$ cat src/rtl/qmn_pkg.sv
`timescale 1ns / 1ps

package qmn_pkg;

    localparam int FRAC_BITS = 14;

    localparam int IN_W    = 16;
    localparam int OUT_W   = 16;
    localparam int NLANE   = 4;
    localparam int PROD_W  = 2 * IN_W;
    localparam int PSUM_W  = PROD_W + 2;
    localparam int MAG_W   = PROD_W + 1;
    localparam int POS_W   = $clog2(MAG_W);
    localparam int NM_W    = 31;
    localparam int SQ_W    = 2 * NM_W;
    localparam int SUM_W   = 64;
    localparam int SQT_W   = SUM_W + 2;
    localparam int ROOT_W  = 32;
    localparam int SSTEP_W = $clog2(ROOT_W);
    localparam int NUM_W   = FRAC_BITS + 34;
    localparam int Q_W     = FRAC_BITS + 2;
    localparam int DSTEP_W = $clog2(Q_W);

    localparam int FRONT_ST = 7;
    localparam int SQRT_ST  = ROOT_W;
    localparam int DIV_ST   = Q_W;
    localparam int NST      = FRONT_ST + SQRT_ST + DIV_ST + 1;

    localparam int IX = 0;
    localparam int IY = 1;
    localparam int IZ = 2;
    localparam int IW = 3;

    localparam int POS_MAX = 32767;
    localparam int NEG_MAX = 32768;

    typedef struct packed {
        logic [NLANE-1:0][IN_W-1:0] lq;
        logic [NLANE-1:0][IN_W-1:0] rq;
    } qin_t;

    typedef struct packed {
        logic [SUM_W-1:0]           rem;
        logic [ROOT_W-1:0]          root;
        logic [NLANE-1:0][NM_W-1:0] mag;
        logic [NLANE-1:0]           neg;
        logic                       zero;
    } sq_word_t;

    typedef struct packed {
        logic [ROOT_W-1:0]           len;
        logic [NLANE-1:0][NUM_W-1:0] rem;
        logic [NLANE-1:0][Q_W-1:0]   quo;
        logic [NLANE-1:0]            neg;
        logic                        zero;
    } dv_word_t;

endpackage

$ cat src/rtl/qmn_div_cell.sv
`timescale 1ns / 1ps

module qmn_div_cell
    import qmn_pkg::*;
(
    input  logic               clk,
    input  logic               en,
    input  logic [DSTEP_W-1:0] step,
    input  dv_word_t           din,
    output dv_word_t           dout
);

    dv_word_t         word_reg;
    dv_word_t         word_next;
    logic [NUM_W-1:0] dsor;

    always_comb
    begin
        dsor      = {{(NUM_W-ROOT_W){1'b0}}, din.len} << step;
        word_next = din;
        for (int i = 0; i < NLANE; i++)
        begin
            if (din.rem[i] >= dsor)
            begin
                word_next.rem[i] = din.rem[i] - dsor;
                word_next.quo[i] = din.quo[i] | (Q_W'(1) << step);
            end
        end
    end

    always_ff @(posedge clk)
    begin
        if (en)
            word_reg <= word_next;
    end

    assign dout = word_reg;

endmodule

$ cat config.mk
export PLATFORM = sky130hd
export DESIGN_NAME = qmn_div_cell
export DESIGN_NICKNAME = d
export VERILOG_FILES = /design/src/rtl/qmn_pkg.sv /design/src/rtl/qmn_div_cell.sv
export SDC_FILE = /design/constraint.sdc
export NUM_CORES = 1
export LEC_CHECK = 0
export ABC_CLOCK_PERIOD_IN_PS = 7400
export BUFFER_PORTS_ARGS = -buffer_cell sky130_fd_sc_hd__clkbuf_2
export CAP_MARGIN = 10
export CELL_PAD_IN_SITES_DETAIL_PLACEMENT = 0
export CELL_PAD_IN_SITES_GLOBAL_PLACEMENT = 1
export CORE_UTILIZATION = 42
export CTS_CLUSTER_DIAMETER = 150
export DETAILED_ROUTE_END_ITERATION = 7
export PLACE_DENSITY = 0.88
export SLEW_MARGIN = 0
export SYNTH_ARGS = -nofsm -noshare
export SYNTH_HDL_FRONTEND = slang
export SYNTH_SLANG_ARGS = --single-unit
$ cat constraint.sdc
create_clock -name clk -period 7.4 [get_ports clk]
set_input_delay 2.22 -clock clk [delete_from_list [all_inputs] [get_ports clk]]
set_output_delay 2.22 -clock clk [all_outputs]
set_load 0.01 [all_outputs]
After elaboration in Yosys (flattened, before gate mapping)
Cells that the tools add are included.
{"block": "totals", "regBits": 293, "elab_cells": 33, "input_bits": 299}
{"block": "classes", "n_lt_le_gt_ge": 4, "add_sub_neg": 4, "bitwise": 4, "muxes": 8, "shift": 2}
{"op": "$ge A48 B48 Y1", "count": 4}
{"op": "$mux W48", "count": 4}
{"op": "$sub A48 B48 Y48", "count": 4}
{"op": "$mux W16", "count": 4}
{"op": "$or A16 B16 Y16", "count": 4}
{"op": "$shl A32 B4 Y48", "count": 1}
{"op": "$shl A1 B4 Y16 const A", "count": 1}

Logic depth before layout (Yosys ltp)
{"block": "depth", "depth_word": 3, "ltp_mapped": 24, "ltp_nobuf": 19}

Worst setup path after synthesis
OpenSTA, ideal clock, no wires.
{"block": "synth_path", "path_kind": "input to register", "start": "input step[0]", "end": "register word_reg, in the netlist dout[110], data pin", "path_stages": 17, "required_ns": 7.131, "arrival_ns": 6.329, "slack_ns": 0.802, "cell_sequence": "clkbuf_1 -> clkbuf_1 -> mux4_2 -> nand2_1 -> nand2_1 -> o21ai_0 -> ha_1 -> nand2_1 -> o21ai_2 -> a2111oi_4 -> a21oi_1 -> or3_1 -> a311o_1 -> a41o_1 -> a21oi_2 -> xor2_1 -> o21ai_0"}
{"element": "start: declaration", "line_no": "qmn_div_cell.sv:8", "source": "input logic [DSTEP_W-1:0] step,"}
{"element": "end signal: assignment", "line_no": "qmn_div_cell.sv:34", "source": "word_reg <= word_next;"}
{"element": "end: declaration", "line_no": "qmn_div_cell.sv:13", "source": "dv_word_t word_reg;"}

==> flow_summary.ini <==
[timing]
tightest_slew_ns = 1.11
period_needed_ns = 6.66
whs_ns = 1.84
post-route-period-util = 0.901
drv_slew = 0
hold_violations = 0
fin_setup_tns_ns = 0
max_slew_margin = 0.250
setup_viol = 0
max_freq_ghz = 0.150
rsz0062_at_grt = false

[routing]
wire_per_inst_um = 23.8
vias = 23300
drcViolationCount = 0
drt_first_iter_violations = 1471
vias_per_cell = 5.88
routed_wl_um = 94600
drt.antenna.violating_nets = 0
first_pass_iters = 5

[setup_path]
required_ns = 7.71
critPathLaunchType = input port
crit_slowest_cell = mux4_2
path_common_cell = buf_4
path_cells = clkbuf_2 -> buf_4 -> mux4_2 -> mux2i_1 -> nor2_1 -> a21oi_1 -> buf_4 -> ha_1 -> o21ai_0 -> a221oi_1 -> nand2b_1 -> nand4_1 -> a31o_2 -> a2111o_1 -> nand4b_1 -> a211oi_1 -> o21ai_1 -> mux2_2
cp-endpoint = dout[164]
cp_data_arrival_time_ns = 6.97
cp_top_family = compound AO/OA/AOI/OAI gates
cp_max_fo = 30
path_class = input port to flip-flop
crit_start = step[0]
cp_slowest_stage_delay_ns = 0.60
critPathCaptureType = flip-flop
crit_buf_inv = 3
cp.depth = 18

[synthesis]
syn_nets = 3100
synthCells = 2601
synth.distinct_cells = 85
syn-cell-area_um2 = 24100
synth_area_leader_cell = edfxtp_1
synthTopCellsByArea = edfxtp_1 (36%), ha_1 (10%), o21ai_0 (5.3%)
synthFlopType = edfxtp_1
synthArstFlopShare = 0
synth.avg_cell_area_um2 = 9.27
synth_seq_cells = 293
yosys_warnings = 0
ys_seq_area_frac = 0.365
synth_top_area_frac = 0.365
synth_edf_count = 293

[layout]
final_cell_mix = clkbuf_2 (590), nand2_1 (337), edfxtp_1 (293)
syn_to_final_growth_pct = 21.6
fillers = 5298
layout_commonest_cell = clkbuf_2
final_area_um2 = 29300
largest_register_ff_count = 293
drive_above_1_share = 0.261
fin_nets = 3682

[clock_network]
cts.sinks = 293
cts_resized = 0
clockBufferDepth = 3
numCtsBuffers = 35
cts_tree = done
hold_buffers = 0
path_clk_slew_ns = 0.06
post_cts_buffers = 0
root_buffer = clkbuf_16
htreeDepth = 2

[hold_path]
min_path_cells = 1
hold_class = input port to flip-flop

[global_routing]
busiest_layer = met2
track_usage = 0.310
grt_max_degree = 125
grt_pass1_vias = 22600
grtUsageMet2 = 0.547
met3_usage = 0.0465
grtUsageMet1 = 0.381
gr-total-overflow = 0
antenna_found_initial = 7
grt_first_pass_wirelength_um = 137000

[floorplan]
die_area_um2 = 58400
initial_core_util = 0.426
chipHeight_um = 242
io_pins = 592
rows = 87
die_width_um = 242
fp.coreArea_um2 = 56600

[placement]
numPortBuffers = 591
place_congestion = 0.964
place_hpwl_um = 77300
dpl_cell_area_um2 = 28200

[run_status]
outcome = complete, no violations

[power_and_ir_drop]
peakVddDrop_uv = 208
finalPower_mw = 6.92
leakage_nw = 12.6
p_per_area_nw_per_um2 = 236

[job]
drv_cap = 0
-- through the flow --
stage / setup slack (ns) / util / instances
detailed placement: 0.242 / 0.498 / 3902
floorplan: 0.802 / - / 2601
global route: 0.515 / 0.518 / 3967
finish: 0.736 / 0.518 / 3968
global placement: 0.323 / 0.498 / 3902
CTS: 0.837 / 0.518 / 3964
-- power breakdown --
group	total, mW	switching (mW)	internal (mW)
clock	1.73	0.756	0.970
sequential	2.32	0.117	2.21
combinational	2.86	1.74	1.12
-- Yosys cell counts (7+ instances only) --
library cell and count:
a211oi_1 17, o21bai_1 82, o21a_1 25, or3_1 13, xnor2_1 94, mux2i_1 45
and2_1 12, and3_1 27, mux4_2 12, mux2_2 63, nand3_1 42, o31a_1 8
or2_2 11, nor3_1 39, clkbuf_1 74, buf_4 7, o21ai_0 254, inv_1 71
edfxtp_1 293, nor4_1 10, buf_1 12, o21ai_1 13, ha_1 196, nand2_1 337
xor2_1 68, buf_2 25, a21oi_1 227, nand4_1 47, a21o_1 113, nand2b_1 21
o211ai_1 10, and4_1 8, o31ai_1 17, a31oi_1 15, a21boi_0 8, nor2b_1 32
nor2_1 120
-- worst min path at each step --
stage / slack [ns] / to / from
after detailed placement: 2.41 / dout[4] / din[4]
after global placement: 2.40 / dout[2] / din[2]
after global routing: 1.82 / dout[4] / din[4]
after floorplan: 2.32 / dout[0] / din[0]
after CTS: 1.81 / dout[4] / din[4]
final: 1.84 / dout[4] / din[4]
-- layer usage --
layer,part of all wire,vias to the layer above,routed length [um]
met2,0.49,1044,46700
met1,0.40,11200,37700
li1,-,10900,-
met3,0.070,182,6630
met4,0.037,6,3540
met5,0.00045,-,43
-- cell families after synthesis --
logic type / count (synthesis) / synth area share
DFF: 293 / 0.365
and+or+nand+nor: 746 / 0.146
xor gates and xnor gates: 162 / 0.0589
buffers and inverters: 194 / 0.0335
muxes: 120 / 0.0593
AOI/OAI and AO/OA: 886 / 0.233
adders and majority gates: 200 / 0.105
-- final cells by class --
type / count / area [um^2] / share of cell area
Antenna cell: 4 / 10.0 / 0.000342
Clock buffer: 39 / 912 / 0.0311
Clock inverter: 23 / 203 / 0.00692
Inverter: 73 / 274 / 0.00935
Multi-Input combinational cell: 2114 / 14500 / 0.496
Sequential cell: 293 / 8800 / 0.300
Tap cell: 756 / 946 / 0.0323
Timing Repair Buffer: 666 / 3620 / 0.123
(Power assumes the default switching activity.)
