<file path="src/rtl/qmn_pkg.sv">
`timescale 1ns / 1ps

package qmn_pkg;

    localparam int FRAC_BITS = 14;

    localparam int IN_W    = 16;
    localparam int OUT_W   = 16;
    localparam int NLANE   = 4;
    localparam int PROD_W  = 2 * IN_W;
    localparam int PSUM_W  = PROD_W + 2;
    localparam int MAG_W   = PROD_W + 1;
    localparam int POS_W   = $clog2(MAG_W);
    localparam int NM_W    = 31;
    localparam int SQ_W    = 2 * NM_W;
    localparam int SUM_W   = 64;
    localparam int SQT_W   = SUM_W + 2;
    localparam int ROOT_W  = 32;
    localparam int SSTEP_W = $clog2(ROOT_W);
    localparam int NUM_W   = FRAC_BITS + 34;
    localparam int Q_W     = FRAC_BITS + 2;
    localparam int DSTEP_W = $clog2(Q_W);

    localparam int FRONT_ST = 7;
    localparam int SQRT_ST  = ROOT_W;
    localparam int DIV_ST   = Q_W;
    localparam int NST      = FRONT_ST + SQRT_ST + DIV_ST + 1;

    localparam int IX = 0;
    localparam int IY = 1;
    localparam int IZ = 2;
    localparam int IW = 3;

    localparam int POS_MAX = 32767;
    localparam int NEG_MAX = 32768;

    typedef struct packed {
        logic [NLANE-1:0][IN_W-1:0] lq;
        logic [NLANE-1:0][IN_W-1:0] rq;
    } qin_t;

    typedef struct packed {
        logic [SUM_W-1:0]           rem;
        logic [ROOT_W-1:0]          root;
        logic [NLANE-1:0][NM_W-1:0] mag;
        logic [NLANE-1:0]           neg;
        logic                       zero;
    } sq_word_t;

    typedef struct packed {
        logic [ROOT_W-1:0]           len;
        logic [NLANE-1:0][NUM_W-1:0] rem;
        logic [NLANE-1:0][Q_W-1:0]   quo;
        logic [NLANE-1:0]            neg;
        logic                        zero;
    } dv_word_t;

endpackage

</file>
<file path="src/rtl/qmn_sqrt_cell.sv">
`timescale 1ns / 1ps

module qmn_sqrt_cell
    import qmn_pkg::*;
(
    input  logic               clk,
    input  logic               en,
    input  logic [SSTEP_W-1:0] step,
    input  sq_word_t           din,
    output sq_word_t           dout
);

    sq_word_t           word_reg;
    sq_word_t           word_next;
    logic [SSTEP_W:0]   sh_a;
    logic [SSTEP_W:0]   sh_b;
    logic [SQT_W-1:0]   trial;
    logic [SQT_W-1:0]   rem_x;

    always_comb
    begin
        sh_a      = {1'b0, step} + 1'b1;
        sh_b      = {step, 1'b0};
        trial     = ({{(SQT_W-ROOT_W){1'b0}}, din.root} << sh_a)
                  + (SQT_W'(1) << sh_b);
        rem_x     = {{(SQT_W-SUM_W){1'b0}}, din.rem};
        word_next = din;
        if (rem_x >= trial)
        begin
            word_next.rem  = SUM_W'(rem_x - trial);
            word_next.root = din.root | (ROOT_W'(1) << step);
        end
    end

    always_ff @(posedge clk)
    begin
        if (en)
            word_reg <= word_next;
    end

    assign dout = word_reg;

endmodule

</file>
<file path="config.mk">
export PLATFORM = sky130hd
export DESIGN_NAME = qmn_sqrt_cell
export DESIGN_NICKNAME = d
export VERILOG_FILES = /design/src/rtl/qmn_pkg.sv /design/src/rtl/qmn_sqrt_cell.sv
export SDC_FILE = /design/constraint.sdc
export NUM_CORES = 1
export LEC_CHECK = 0
export BUFFER_PORTS_ARGS = -buffer_cell sky130_fd_sc_hd__buf_2
export CORE_MARGIN = 1
export CORE_UTILIZATION = 36
export DETAILED_ROUTE_END_ITERATION = 16
export GPL_ROUTABILITY_DRIVEN = 0
export PLACE_DENSITY = 0.54
export SETUP_SLACK_MARGIN = 0.05
export SYNTH_ARGS = -nofsm -noshare
export SYNTH_HDL_FRONTEND = slang
export SYNTH_SLANG_ARGS = --single-unit
</file>
<file path="constraint.sdc">
create_clock -name clk -period 15.45 [get_ports clk]
set_clock_uncertainty 0.1 [all_clocks]
set_input_delay 1.545 -clock clk [delete_from_list [all_inputs] [get_ports clk]]
set_output_delay 1.545 -clock clk [all_outputs]
set_load 0.1 [all_outputs]
</file>
Yosys cells after proc, flatten, opt, wreduce, memory -nomap -nowiden
Index checks and enable logic that the tools add are counted.
{"block": "totals", "ff_bits": 225, "latch_bits": 0, "mem_bits_rw": 0, "romBits": 0, "input_bits": 232, "out_inout_bits": 225, "word_cells": 17, "n_memories": 0}
{"block": "op_classes", "n_addsub": 3, "n_mul": 0, "div_mod_pow": 0, "order_cmp": 1, "n_eq_ne": 0, "n_shift": 3, "mux": 1, "bitwise_logic": 1, "reduce_logical": 0}
{"cell": "96-bit 2-to-1 mux", "count": 1}
{"cell": "66-bit adder", "count": 1}
{"cell": "64-bit by 66-bit >= comparator with 1-bit output", "count": 1}
{"cell": "1-bit by 6-bit << shifter with 66-bit output (first input constant)", "count": 1}
{"cell": "32-bit by 6-bit << shifter with 66-bit output", "count": 1}
{"cell": "64-bit subtractor", "count": 1}
{"cell": "32-bit bitwise OR", "count": 1}
{"cell": "1-bit by 5-bit << shifter with 32-bit output (first input constant)", "count": 1}
{"cell": "5-bit by 1-bit adder with 6-bit output (second input constant)", "count": 1}

Logic depth before layout (Yosys ltp)
{"block": "depth", "word_depth": 5, "mapped_depth": 45, "depth_no_buf": 36}

Worst setup path before layout
Ideal clock, no wire load.
{"block": "synth_timing", "kind": "input port to flip-flop", "from": "input port step[2]", "to": "register word_reg (netlist bit dout[220]), data pin", "setup_time_ps": 260, "arrival_time_ps": 9131, "required_ps": 15090, "slack_ps": 5959, "path_stages": 37, "n_path_buf": 10, "path_cell_list": "clkbuf_1 clkbuf_1 inv_1 ha_1 buf_2 buf_1 buf_1 clkbuf_1 o21ai_0 or2_2 nor2_1 ha_1 o211ai_1 or2_1 o21a_1 o211ai_1 a31oi_1 nor2_1 or4_1 a21boi_0 xor2_1 ha_1 clkbuf_1 a21o_1 a21o_1 a21oi_1 o21a_1 nand2_1 o22a_1 a221oi_1 a211oi_1 o21ai_0 or3_1 clkbuf_1 buf_6 buf_6 mux2_4"}
{"element": "from (decl)", "line_no": "qmn_sqrt_cell.sv:8", "text": "input logic [SSTEP_W-1:0] step,"}
{"element": "to (signal assigned)", "line_no": "qmn_sqrt_cell.sv:38", "text": "word_reg <= word_next;"}
{"element": "to (decl)", "line_no": "qmn_sqrt_cell.sv:13", "text": "sq_word_t word_reg;"}

==> reports/summary.txt <==
Max Clk Rate: 84.7 MHz
Row Count: 80
met2 WL: 29.3 mm
Worst EP arrival: 12.01 ns
routed via count: 15800
CTS Buf Count: 26
initial detailed-routing violation count: 1280
# DRC: 0
hold path depth: 1
largest net degree at the start of global routing: 84
crit path launch: step[0]
max layer used: met5
post-CTS sizing: 0
post-synthesis register bit count: 225
CP Depth: 33
Post-Syn Area: 17400 µm²
Reg clk slew, reported paths: 0.06 ns
Startpoint Class: input port
clock sink total: 225
hold crit path type: in2reg
cell mode on critical path: o21ai_0
Synth top area share: 38.8%
post-route met1 wirelength: 27.4 mm
Total GRT Usage: 24.4%
fin crit share: 76.5%
max_cap viols: 0
vias in the first global route: 15400
HPWL Detailed: 49.7 mm
Final Max Tran Viols: 0
number of enable flip-flop cells after synthesis: 225
PortBufs: 456
grt ovf: 0
CP Max Fanout: 58
outcome: completed
minimum clock period: 11.81 ns
slowest stage cell, crit path: ha_2
first-pass GRT wire length: 93.6 mm
maximum VDD drop: 0.0790 mV
root buffer cell: clkbuf_16
RSZ-0062 raised after global routing: false
CTS tree: built
Worst path top cell family by delay: compound AO/OA/AOI/OAI gates
Routed Antenna Nets: 0
setup TNS: 0 ns
number of top-level pins: 457
initial antenna violation count: 6
Yosys top cell by area: edfxtp_1
synth warn: 0
PwrDens: 137 nW/µm²
Die Wd: 222 µm
Syn-to-layout area delta: 21.4%
Pwr Total: 2.90 mW
CP endpoint kind: register
prevailing post-synth register cell: edfxtp_1
share of layout cells above drive strength 1: 29.1%
Worst-Margin Slew: 1.06 ns
DR WL/cell: 22.1 µm
die area: 49200 µm²
Post-Synthesis Cells: 1777
clock buffer depth: 3
Final Hold Viols: 0
Vias/cell: 5.61
router iterations before antenna repair: 5
FFs w/ async S/R, synth: 0%
Initial Utilization: 36.4%
Crit Path Category: in2reg
synth top area cells: edfxtp_1, ha_1, mux2_2
H-tree Lvls: 1
syn_nets: 2113
Leak Pwr: 9.00 nW
cts-stage hold buffer count: 0
max FFs per register: 225
worst path bufs/invs: 4
met3 routed WL: 4.19 mm
slew margin rel.: 29.6%
max incr delay on CP: 1.11 ns
Die H: 222 µm
Final setup violation count: 0
Post-CTS Setup Inserts: 0
count of cell types in the netlist: 90
core box area: 47700 µm²
worst hold path startpoint: din[58]
CP required: 15.65 ns
nets@finish: 2521
register area share after synthesis: 38.8%
Avg Cell Area, Syn: 9.79 µm²
Total Wirelength: 62.4 mm
[path summary, 6_finish.rpt]
path                              end  slack [ns]
setup / recovery  dout[212]$_DFFE_PP_        3.64
hold / removal     dout[58]$_DFFE_PP_        1.06
[cell type report]
cell class                      instances  area (µm²)
Clock buffer                           27         676
Timing Repair Buffer                  469        2390
Multi-Input combinational cell       1389        9970
Fill cell                            4693       26600
Inverter                               74         278
Clock inverter                         20         283
Tap cell                              615         769
Antenna cell                            1        2.50
Sequential cell                       225        6760
[placed cells by master, fill, tap and decap left out, types with 65 or more instances in the layout]
cell	netlist	layout
inv_1	72	72
nor2_1	131	131
o21ai_0	92	92
buf_2	16	455
ha_1	103	102
nand2_1	161	161
a21oi_1	136	136
a21o_1	65	65
mux2_2	82	82
edfxtp_1	225	225
xnor2_1	72	71
[kinds of logic (layout without fill, tap and decap cells)]
logic type,after synthesis,count (layout),share of synthesized area (%)
compound gates,517,517,19.8
mux,150,150,10.2
flops,225,225,38.8
fa+ha+maj,104,104,7.52
buf+inv,163,590,4.06
other cells,0,1,0
simple gates,494,494,13.3
xor+xnor,124,124,6.33
[stage by stage]
step	instance area [µm²]	hold WS (ns)	utilization, %	setup WS, ns	std cells
after floorplan	17400	1.54	-	5.96	1777
after global placement	20200	1.62	42.2	3.43	2772
after detailed placement	20200	1.62	42.2	3.22	2772
after CTS	21100	1.02	44.2	3.82	2819
after global routing	21100	1.03	44.2	2.86	2819
final	21100	1.06	44.2	3.64	2820
[routing by layer]
layer	track usage (%)	up-vias
met5	0	-
met2	41.3	655
li1	-	7485
met3	4.21	101
met1	32.1	7570
met4	6.81	2
[Yosys cell counts (14+ instances only)]
cell      number
xnor2_1       72
a31oi_1       19
and2_1        23
nand2_1      161
mux2i_1       51
nor3_1        23
nor2_1       131
ha_1         103
o21ai_0       92
nor2b_1       19
clkbuf_1      56
inv_1         72
a21o_1        65
nand3_1       45
and3_1        15
mux2_2        82
nand2b_1      16
o31ai_1       15
o21bai_1      36
buf_2         16
nand4_1       22
xor2_1        50
edfxtp_1     225
a21oi_1      136
o22ai_1       14
[where the power goes]
part	switching [mW]	total, mW	internal [mW]
clock network	0.262	0.696	0.434
logic	1.05	1.42	0.366
registers	0.0195	0.792	0.772
total	1.33	2.90	1.57
Power figures use the tool's default switching activity.
